`src/rtl/ats_pkg.sv`:
```
package ats_pkg;

   localparam int ANGLE_ITERATIONS = 16;
   localparam int ATAN_TABLE_SIZE  = 24;
   localparam int ANGLE_STEPS      = (ANGLE_ITERATIONS > ATAN_TABLE_SIZE) ?
                                     ATAN_TABLE_SIZE : ANGLE_ITERATIONS;
   localparam int STEP_W           = $clog2(ANGLE_STEPS);
   localparam int ATAN_IDX_W       = $clog2(ATAN_TABLE_SIZE);
   localparam int ATAN_W           = 23;  // largest entry 2949120
   localparam int ANG_W            = 26;  // angle accumulator, 1/65536 deg
   localparam int XY_W             = 33;  // CORDIC vector, gain included
   localparam int PRESHIFT         = 14;
   localparam int AXIS_W           = 16;
   localparam int ANGLE_W          = 16;
   localparam int COUNT_W          = 16;
   localparam int WEIGHT_W         = 16;

   localparam logic signed [ANGLE_W-1:0] RIGHT_ANGLE       = 16'sd23040;
   localparam logic [WEIGHT_W-1:0]       KEEP_WEIGHT_RESET = 16'd58982;

   // atan(2^-i) in 1/65536 degree, rounded to nearest
   function automatic logic [ATAN_W-1:0] atan_entry(input logic [ATAN_IDX_W-1:0] idx);
      logic [ATAN_W-1:0] v;
      unique case (idx)
         5'd0:    v = 23'd2949120;
         5'd1:    v = 23'd1740967;
         5'd2:    v = 23'd919879;
         5'd3:    v = 23'd466945;
         5'd4:    v = 23'd234379;
         5'd5:    v = 23'd117304;
         5'd6:    v = 23'd58666;
         5'd7:    v = 23'd29335;
         5'd8:    v = 23'd14668;
         5'd9:    v = 23'd7334;
         5'd10:   v = 23'd3667;
         5'd11:   v = 23'd1833;
         5'd12:   v = 23'd917;
         5'd13:   v = 23'd458;
         5'd14:   v = 23'd229;
         5'd15:   v = 23'd115;
         5'd16:   v = 23'd57;
         5'd17:   v = 23'd29;
         5'd18:   v = 23'd14;
         5'd19:   v = 23'd7;
         5'd20:   v = 23'd4;
         5'd21:   v = 23'd2;
         5'd22:   v = 23'd1;
         default: v = 23'd0;
      endcase
      return v;
   endfunction

endpackage

```
`src/rtl/accel_tilt_angle_smoother.sv`:
```
// Accelerometer tilt-angle smoother. Each req transaction carries one x/y/z
// sample; each rsp transaction returns the smoothed pitch = atan(z/y) and
// roll = atan(x/y) in signed 1/256 degree (range -90..+90 degrees, y = 0
// gives +/-90 by the numerator's sign, or 0) and a sample count that
// saturates at 65535. The first sample, and any sample seen while both
// stored angles are zero, is loaded without smoothing; otherwise
// avg = round(avg*w + new*(1-w)), w = keep_weight/65536 (reset 58982),
// written through the csr port while the block is idle (the user's duty; the
// block itself does not enforce it). Timing: each sample runs 16 iterations
// of two CORDIC units side by side, a rounding step, the bit-serial smoothing
// multiply (one weight bit per cycle), and the load of the result.
// req_tready comes back in the same cycle that rsp_tvalid rises, so no new
// sample is taken until the last one is loaded. A result left waiting in the
// rsp register does not stop the next sample from being taken; that sample
// only holds before its load.
module accel_tilt_angle_smoother (
   input  logic                         clock,
   input  logic                         reset,
   // configuration: keep_weight
   input  logic                         csr_valid,
   output logic                         csr_ready,
   input  logic [ats_pkg::WEIGHT_W-1:0] csr_data,
   // sample in
   input  logic                         req_tvalid,
   output logic                         req_tready,
   input  logic [47:0]                  req_tdata,   // accel_x, accel_y, accel_z
   // result out
   output logic                         rsp_tvalid,
   input  logic                         rsp_tready,
   output logic [47:0]                  rsp_tdata    // pitch_avg, roll_avg, sample_count
);

   typedef enum logic [1:0] {ST_IDLE, ST_ANGLE, ST_SMOOTH, ST_DONE} state_type;

   localparam int PROD_W = ats_pkg::ANGLE_W + 2;  // serial product high part
   localparam int BIT_W  = $clog2(ats_pkg::WEIGHT_W);

   state_type                              state_ff, state_in;
   logic [ats_pkg::WEIGHT_W-1:0]           keep_weight_ff, keep_weight_in;
   logic [ats_pkg::WEIGHT_W-1:0]           weight_sr_ff, weight_sr_in;
   logic [BIT_W-1:0]                       bit_cnt_ff, bit_cnt_in;
   logic signed [PROD_W-1:0]               pitch_hi_ff, pitch_hi_in;
   logic signed [PROD_W-1:0]               roll_hi_ff, roll_hi_in;
   logic [ats_pkg::WEIGHT_W-1:0]           pitch_lo_ff, pitch_lo_in;
   logic [ats_pkg::WEIGHT_W-1:0]           roll_lo_ff, roll_lo_in;
   logic signed [ats_pkg::ANGLE_W-1:0]     pitch_store_ff, pitch_store_in;
   logic signed [ats_pkg::ANGLE_W-1:0]     roll_store_ff, roll_store_in;
   logic [ats_pkg::COUNT_W-1:0]            count_store_ff, count_store_in;
   logic                                   rsp_valid_ff, rsp_valid_in;

   logic                                   start;
   logic                                   pitch_done, roll_done;
   logic signed [ats_pkg::ANGLE_W-1:0]     pitch_new, roll_new;
   logic signed [ats_pkg::ANGLE_W:0]       pitch_diff, roll_diff;
   logic signed [PROD_W-1:0]               pitch_t, roll_t;
   logic signed [PROD_W-1:0]               pitch_avg, roll_avg;

   // both angles computed in parallel
   assign start = req_tvalid && req_tready;

   ats_cordic u_pitch (
      .clock (clock),
      .reset (reset),
      .start (start),
      .num   (req_tdata[47:32]),
      .den   (req_tdata[31:16]),
      .done  (pitch_done),
      .angle (pitch_new)
   );

   ats_cordic u_roll (
      .clock (clock),
      .reset (reset),
      .start (start),
      .num   (req_tdata[15:0]),
      .den   (req_tdata[31:16]),
      .done  (roll_done),
      .angle (roll_new)
   );

   // avg = (old-new)*w/65536 + new, rounded: serial multiply, LSB of w first;
   // low product bits shift out into *_lo, rounding bit is lo[15]
   always_comb begin
      pitch_diff = (ats_pkg::ANGLE_W+1)'(pitch_store_ff) - (ats_pkg::ANGLE_W+1)'(pitch_new);
      roll_diff  = (ats_pkg::ANGLE_W+1)'(roll_store_ff) - (ats_pkg::ANGLE_W+1)'(roll_new);
      pitch_t    = pitch_hi_ff + (weight_sr_ff[0] ? PROD_W'(pitch_diff) : PROD_W'(0));
      roll_t     = roll_hi_ff + (weight_sr_ff[0] ? PROD_W'(roll_diff) : PROD_W'(0));
      pitch_avg  = pitch_hi_ff + PROD_W'(pitch_new)
                   + PROD_W'(pitch_lo_ff[ats_pkg::WEIGHT_W-1]);
      roll_avg   = roll_hi_ff + PROD_W'(roll_new)
                   + PROD_W'(roll_lo_ff[ats_pkg::WEIGHT_W-1]);
   end

   always_comb begin
      state_in       = state_ff;
      keep_weight_in = (csr_valid && csr_ready) ? csr_data : keep_weight_ff;
      weight_sr_in   = weight_sr_ff;
      bit_cnt_in     = bit_cnt_ff;
      pitch_hi_in    = pitch_hi_ff;
      roll_hi_in     = roll_hi_ff;
      pitch_lo_in    = pitch_lo_ff;
      roll_lo_in     = roll_lo_ff;
      pitch_store_in = pitch_store_ff;
      roll_store_in  = roll_store_ff;
      count_store_in = count_store_ff;
      rsp_valid_in   = rsp_valid_ff && !rsp_tready;

      unique case (state_ff)
         ST_IDLE: begin
            if (start) begin
               state_in = ST_ANGLE;
            end
         end
         ST_ANGLE: begin
            if (pitch_done && roll_done) begin
               state_in     = ST_SMOOTH;
               weight_sr_in = keep_weight_ff;
               bit_cnt_in   = '0;
               pitch_hi_in  = '0;
               roll_hi_in   = '0;
               pitch_lo_in  = '0;
               roll_lo_in   = '0;
            end
         end
         ST_SMOOTH: begin
            weight_sr_in = weight_sr_ff >> 1;
            pitch_hi_in  = pitch_t >>> 1;
            roll_hi_in   = roll_t >>> 1;
            pitch_lo_in  = {pitch_t[0], pitch_lo_ff[ats_pkg::WEIGHT_W-1:1]};
            roll_lo_in   = {roll_t[0], roll_lo_ff[ats_pkg::WEIGHT_W-1:1]};
            bit_cnt_in   = bit_cnt_ff + 1'b1;
            if (bit_cnt_ff == BIT_W'(ats_pkg::WEIGHT_W - 1)) begin
               state_in = ST_DONE;
            end
         end
         ST_DONE: begin
            // stores double as the rsp register: update only once it is free
            if (!rsp_valid_ff || rsp_tready) begin
               state_in     = ST_IDLE;
               rsp_valid_in = 1'b1;
               if (pitch_store_ff == '0 && roll_store_ff == '0) begin
                  pitch_store_in = pitch_new;
                  roll_store_in  = roll_new;
               end else begin
                  pitch_store_in = pitch_avg[ats_pkg::ANGLE_W-1:0];
                  roll_store_in  = roll_avg[ats_pkg::ANGLE_W-1:0];
               end
               if (count_store_ff != '1) begin
                  count_store_in = count_store_ff + 1'b1;
               end
            end
         end
         default: state_in = ST_IDLE;
      endcase
   end

   always_ff @(posedge clock) begin
      if (reset) begin
         state_ff       <= ST_IDLE;
         keep_weight_ff <= ats_pkg::KEEP_WEIGHT_RESET;
         pitch_store_ff <= '0;
         roll_store_ff  <= '0;
         count_store_ff <= '0;
         rsp_valid_ff   <= 1'b0;
      end else begin
         state_ff       <= state_in;
         keep_weight_ff <= keep_weight_in;
         pitch_store_ff <= pitch_store_in;
         roll_store_ff  <= roll_store_in;
         count_store_ff <= count_store_in;
         rsp_valid_ff   <= rsp_valid_in;
      end
      weight_sr_ff <= weight_sr_in;
      bit_cnt_ff   <= bit_cnt_in;
      pitch_hi_ff  <= pitch_hi_in;
      roll_hi_ff   <= roll_hi_in;
      pitch_lo_ff  <= pitch_lo_in;
      roll_lo_ff   <= roll_lo_in;
   end

   assign csr_ready  = 1'b1;
   assign req_tready = (state_ff == ST_IDLE);
   assign rsp_tvalid = rsp_valid_ff;
   assign rsp_tdata  = {count_store_ff, roll_store_ff, pitch_store_ff};

endmodule

```
`src/rtl/ats_cordic.sv`:
```
// Iterative vectoring CORDIC: atan(|num|/|den|), signed, 1/256 degree.
module ats_cordic (
   input  logic                                 clock,
   input  logic                                 reset,
   input  logic                                 start,
   input  logic signed [ats_pkg::AXIS_W-1:0]    num,
   input  logic signed [ats_pkg::AXIS_W-1:0]    den,
   output logic                                 done,
   output logic signed [ats_pkg::ANGLE_W-1:0]   angle
);

   typedef enum logic [1:0] {CS_IDLE, CS_RUN, CS_FIN} state_type;

   state_type                               state_ff, state_in;
   logic [ats_pkg::STEP_W-1:0]              step_ff, step_in;
   logic signed [ats_pkg::XY_W-1:0]         xv_ff, xv_in, yv_ff, yv_in;
   logic signed [ats_pkg::ANG_W-1:0]        ang_ff, ang_in;
   logic                                    neg_ff, neg_in;
   logic                                    special_ff, special_in;
   logic signed [ats_pkg::ANGLE_W-1:0]      special_val_ff, special_val_in;
   logic signed [ats_pkg::ANGLE_W-1:0]      angle_ff, angle_in;

   logic signed [ats_pkg::AXIS_W:0]         num_ext, den_ext;
   logic [ats_pkg::AXIS_W:0]                num_mag, den_mag;
   logic signed [ats_pkg::XY_W-1:0]         xs, ys;
   logic signed [ats_pkg::ANG_W-1:0]        entry;
   logic signed [ats_pkg::ANG_W-1:0]        rsum, rshift;
   logic signed [ats_pkg::ANGLE_W-1:0]      mag;

   always_comb begin
      num_ext = (ats_pkg::AXIS_W+1)'(num);
      den_ext = (ats_pkg::AXIS_W+1)'(den);
      num_mag = num_ext[ats_pkg::AXIS_W] ? -num_ext : num_ext;
      den_mag = den_ext[ats_pkg::AXIS_W] ? -den_ext : den_ext;

      xs    = xv_ff >>> step_ff;
      ys    = yv_ff >>> step_ff;
      entry = ats_pkg::ANG_W'(ats_pkg::atan_entry(ats_pkg::ATAN_IDX_W'(step_ff)));

      // round half up to 1/256 degree, clamp to 0..90 degrees
      rsum   = ang_ff + ats_pkg::ANG_W'(128);
      rshift = rsum >>> 8;
      if (rshift[ats_pkg::ANG_W-1]) begin
         mag = '0;
      end else if (rshift > ats_pkg::ANG_W'(ats_pkg::RIGHT_ANGLE)) begin
         mag = ats_pkg::RIGHT_ANGLE;
      end else begin
         mag = rshift[ats_pkg::ANGLE_W-1:0];
      end

      state_in       = state_ff;
      step_in        = step_ff;
      xv_in          = xv_ff;
      yv_in          = yv_ff;
      ang_in         = ang_ff;
      neg_in         = neg_ff;
      special_in     = special_ff;
      special_val_in = special_val_ff;
      angle_in       = angle_ff;

      unique case (state_ff)
         CS_IDLE: begin
            if (start) begin
               state_in   = CS_RUN;
               step_in    = '0;
               xv_in      = ats_pkg::XY_W'(den_mag) <<< ats_pkg::PRESHIFT;
               yv_in      = ats_pkg::XY_W'(num_mag) <<< ats_pkg::PRESHIFT;
               ang_in     = '0;
               neg_in     = num[ats_pkg::AXIS_W-1] ^ den[ats_pkg::AXIS_W-1];
               special_in = (den == '0) || (num == '0);
               if (den == '0 && num != '0) begin
                  special_val_in = num[ats_pkg::AXIS_W-1] ? -ats_pkg::RIGHT_ANGLE
                                                          : ats_pkg::RIGHT_ANGLE;
               end else begin
                  special_val_in = '0;
               end
            end
         end
         CS_RUN: begin
            if (!yv_ff[ats_pkg::XY_W-1]) begin
               xv_in  = xv_ff + ys;
               yv_in  = yv_ff - xs;
               ang_in = ang_ff + entry;
            end else begin
               xv_in  = xv_ff - ys;
               yv_in  = yv_ff + xs;
               ang_in = ang_ff - entry;
            end
            step_in = step_ff + 1'b1;
            if (step_ff == ats_pkg::STEP_W'(ats_pkg::ANGLE_STEPS - 1)) begin
               state_in = CS_FIN;
            end
         end
         CS_FIN: begin
            state_in = CS_IDLE;
            if (special_ff) begin
               angle_in = special_val_ff;
            end else begin
               angle_in = neg_ff ? -mag : mag;
            end
         end
         default: state_in = CS_IDLE;
      endcase
   end

   always_ff @(posedge clock) begin
      if (reset) begin
         state_ff <= CS_IDLE;
      end else begin
         state_ff <= state_in;
      end
      step_ff        <= step_in;
      xv_ff          <= xv_in;
      yv_ff          <= yv_in;
      ang_ff         <= ang_in;
      neg_ff         <= neg_in;
      special_ff     <= special_in;
      special_val_ff <= special_val_in;
      angle_ff       <= angle_in;
   end

   assign done  = (state_ff == CS_FIN);
   assign angle = angle_ff;

endmodule

```
`config.mk`:
```
export PLATFORM = sky130hd
export DESIGN_NAME = accel_tilt_angle_smoother
export DESIGN_NICKNAME = d
export VERILOG_FILES = /design/src/rtl/ats_pkg.sv /design/src/rtl/accel_tilt_angle_smoother.sv /design/src/rtl/ats_cordic.sv
export SDC_FILE = /design/constraint.sdc
export NUM_CORES = 2
export LEC_CHECK = 0
export ABC_AREA = 1
export BUFFER_PORTS_ARGS = -buffer_cell sky130_fd_sc_hd__buf_2
export CORE_UTILIZATION = 25
export DETAILED_ROUTE_END_ITERATION = 7
export PLACE_DENSITY = 0.5
export SLEW_MARGIN = 20
export SYNTH_ARGS = -nofsm -noshare
export SYNTH_HDL_FRONTEND = slang
export SYNTH_SLANG_ARGS = --single-unit
```
`constraint.sdc`:
```
create_clock -name clock -period 7.85 [get_ports clock]
set_clock_uncertainty 0.15 [all_clocks]
set_input_delay 0.3925 -clock clock [delete_from_list [all_inputs] [get_ports clock]]
set_output_delay 0.3925 -clock clock [all_outputs]
set_load 0.01 [all_outputs]
```
==> impl_metrics.env <==
export IMPL_result_of_the_run="completed"
export IMPL_detailedRoute_firstIterationViolations=2907
export IMPL_core_area_um2=168000
export IMPL_dieArea_um2=171000
export IMPL_finalHoldViolCount=0
export IMPL_ys_seq_area_frac=0.261
export IMPL_place_detailed_hpwl_mm=107
export IMPL_cts_reportedPaths_clkPinSlew_ns=0.06
export IMPL_clk_insertion_delay_late_ns=0.67
export IMPL_yosys_area_top_type="edfxtp_1"
export IMPL_synthesis_instances=6392
export IMPL_syn_num_nets=6784
export IMPL_place_congestion=0.905
export IMPL_grt_antenna_before_repair=6
export IMPL_finalWirelength_mm=136
export IMPL_worst_r2r_endpoint="u_pitch.yv_ff[21]"
export IMPL_drtAntennaViolNets=0
export IMPL_die_h_um=413
export IMPL_max_slew_worst_pin_slew_ns=1.15
export IMPL_clockBufferDepth=3
export IMPL_buffer_type_at_the_clock_tree_root="clkbuf_16"
export IMPL_setup_worst_path_start_class="flop"
export IMPL_layout_common_cells="nand2_1, inv_1, nor2_1"
export IMPL_cts_made_buffers=56
export IMPL_grt_max_degree=72
export IMPL_endpoint_kind="flop"
export IMPL_relative_slew_slack=0.226
export IMPL_setup_viol=0
export IMPL_holdPathStages=3
export IMPL_utilization=0.282
export IMPL_place_port_buffers=118
export IMPL_fin_nets=6829
export IMPL_yosys_warnings=0
export IMPL_numClockSinks=405
export IMPL_total_negative_setup_slack_ns=0
export IMPL_drt_pass1_iterations=8
export IMPL_synth_main_ff_cell="edfxtp_1"
export IMPL_r2r_slack_ns=1.65
export IMPL_final_period_utilization=0.790
export IMPL_number_of_unique_standard_cell_types_used_by_synthesis=71
export IMPL_viasPerCell=4.81
export IMPL_timing_hold_worst_class="input port to flop"
export IMPL_netlist_top_cells_area="edfxtp_1, nand2_1, ha_1"
export IMPL_effective_utilization_at_floorplan=0.252
export IMPL_min_to="u_roll.yv_ff[16]"
export IMPL_critPathArrivalTime_ns=6.46
export IMPL_via_count=41800
export IMPL_area_growth_syn_to_layout_pct=11.7
export IMPL_remaining_drc_errors=0
export IMPL_number_of_resized_instances_in_the_post_cts_repair_step=0
export IMPL_slew_violations=0
export IMPL_grt_setup_unrepaired="no"
export IMPL_post_synth_top_area_fraction=0.206
export IMPL_synth_edf_count=290
export IMPL_clock_fmax_mhz=161
export IMPL_mappedNetlistArea_um2=42300
export IMPL_global_route_usage_total=0.153
export IMPL_boundaryPins=120
export IMPL_via_count_of_the_first_global_routing_pass=38800
export IMPL_worst_path_max_fanout=70
export IMPL_drt_wirelength_per_cell_um=15.6
export IMPL_maxCapViolations=0
export IMPL_hold_path_startpoint="req_tdata[2]"
export IMPL_critical_path_required_ns=8.11
export IMPL_tritoncts="yes"
export IMPL_synth_seq_cells=405
export IMPL_placement_rows=150
export IMPL_chipWidth_um=413
export IMPL_grt_ovfl_total=0
export IMPL_grt_first_pass_wirelength_mm=212
export IMPL_cts_htree_levels=2
export IMPL_drive_gt1_frac=0.0618
export IMPL_rr_worst_depth=23
export IMPL_fraction_of_synthesis_flops_using_an_asynchronous_set_or_reset_pin=0
export IMPL_synth_area_per_cell_um2=6.61
export IMPL_finalCriticalPeriod_ns=6.20
export IMPL_worstReg2RegStart="u_pitch.step_ff[1]"
export IMPL_path_class="flop to flop"
export IMPL_most_common_cell_after_layout_fill_and_taps_aside="nand2_1"
-- area by class of cell --
cell class | count | area [um^2]
Fill cell | 18600 | 120000
Clock inverter | 35 | 324
Sequential cell | 405 | 11000
Inverter | 710 | 2670
Antenna cell | 6 | 15.0
Tap cell | 2204 | 2760
Multi-Input combinational cell | 5068 | 27500
Clock buffer | 71 | 1580
Timing Repair Buffer | 196 | 1290
-- layer usage --
metal  global-route usage  share of wire  vias to the layer above
met5                    0        0.00020                        -
met1                0.216           0.49                    19100
met3               0.0169          0.043                      161
met4               0.0394          0.023                        4
met2                0.246           0.44                      854
li1                     -              -                    21700
-- registers in the layout, summed over array words and instances, names as in the netlist, 17 cells and up --
register,flops
u_pitch.xv_ff,33
u_pitch.yv_ff,33
u_roll.xv_ff,33
u_roll.yv_ff,33
u_pitch.ang_ff,26
u_roll.ang_ff,26
u_pitch.entry,22
u_roll.entry,22
pitch_hi_ff,17
roll_hi_ff,17
-- cells in the mapped netlist (11+ instances only) --
cell	n
a211oi_1	11
a21boi_0	23
a21oi_1	592
a221oi_1	11
a31oi_1	31
buf_1	32
buf_2	56
buf_4	14
buf_6	21
clkbuf_1	86
dfxtp_1	115
edfxtp_1	290
fa_1	14
ha_1	309
inv_1	690
inv_2	13
mux2i_1	37
nand2_1	1636
nand2_2	11
nand3_1	347
nand3b_1	12
nand4_1	60
nor2_1	597
nor2_2	16
nor3_1	109
nor4_1	28
o211ai_1	41
o21a_1	60
o21ai_0	482
o21ai_1	178
o21ai_2	24
o21bai_1	27
o221ai_1	13
o31ai_1	19
or2_1	12
or2_2	34
xnor2_1	106
xor2_1	136
-- logic make-up (layout without fill, tap and decap cells) --
| logic type | count (synthesis) | count (layout) | synth area share |
|---|---|---|---|
| AO/OA/AOI/OAI | 1555 | 1555 | 0.204 |
| XOR/XNOR | 243 | 243 | 0.0508 |
| adder cells (fa/ha/maj) | 323 | 323 | 0.0981 |
| buffers and inverters | 919 | 1012 | 0.0883 |
| flip-flops | 405 | 405 | 0.261 |
| multiplexers | 44 | 44 | 0.0117 |
| other | 1 | 7 | 0.0000887 |
| AND/OR/NAND/NOR | 2902 | 2902 | 0.286 |
-- worst max path at each step --
stage	from	endpoint	slack [ns]	cells after the start
finish	u_pitch.step_ff[1]	u_pitch.yv_ff[21]	1.65	23
global route	u_pitch.step_ff[1]	u_pitch.yv_ff[21]	1.11	23
CTS	u_pitch.step_ff[1]	u_pitch.yv_ff[21]	1.76	23
detailed placement	u_pitch.step_ff[1]	u_pitch.yv_ff[21]	1.79	23
global placement	u_pitch.step_ff[1]	u_pitch.yv_ff[21]	1.80	24
floorplan	u_roll.step_ff[0]	u_roll.yv_ff[24]	3.36	29
-- critical path: stages, from the launching register on --
cell,delay (ns)
edfxtp_1,0.32
buf_4,0.53
inv_2,0.53
nand3_1,0.23
o21ai_1,0.10
mux2i_1,0.40
o21ai_2,0.13
ha_1,0.29
nor2_1,0.13
xor2_1,0.15
inv_1,0.05
ha_1,0.33
a21oi_1,0.16
nand2_1,0.10
a21oi_1,0.23
o21ai_0,0.24
a21oi_1,0.49
o21ai_0,0.22
a21boi_0,0.53
o21ai_0,0.24
nand2_1,0.10
nand2_1,0.08
nor2_1,0.10
o21ai_0,0.09
-- repair_timing --
action,4_1_cts,5_1_grt
setup buffers,0,0
hold buffers,44,0
endpoints found under the hold margin,37,0
-- through the flow --
step | cells | setup slack [ns] | area (um^2) | hold WS (ns)
3_5_place_dp | 8539 | 1.79 | 44800 | 0.299
2_1_floorplan | 6392 | 3.36 | 42300 | 0.279
4_1_cts | 8689 | 1.76 | 47200 | 0.00818
5_1_grt | 8689 | 1.11 | 47200 | 0.0551
3_3_place_gp | 8539 | 1.80 | 44800 | 0.294
6_report | 8695 | 1.65 | 47200 | 0.0410
Power is left out: the tool's default activity adds up to more than one toggle a clock period on the data nets, which glitch-free logic cannot reach.
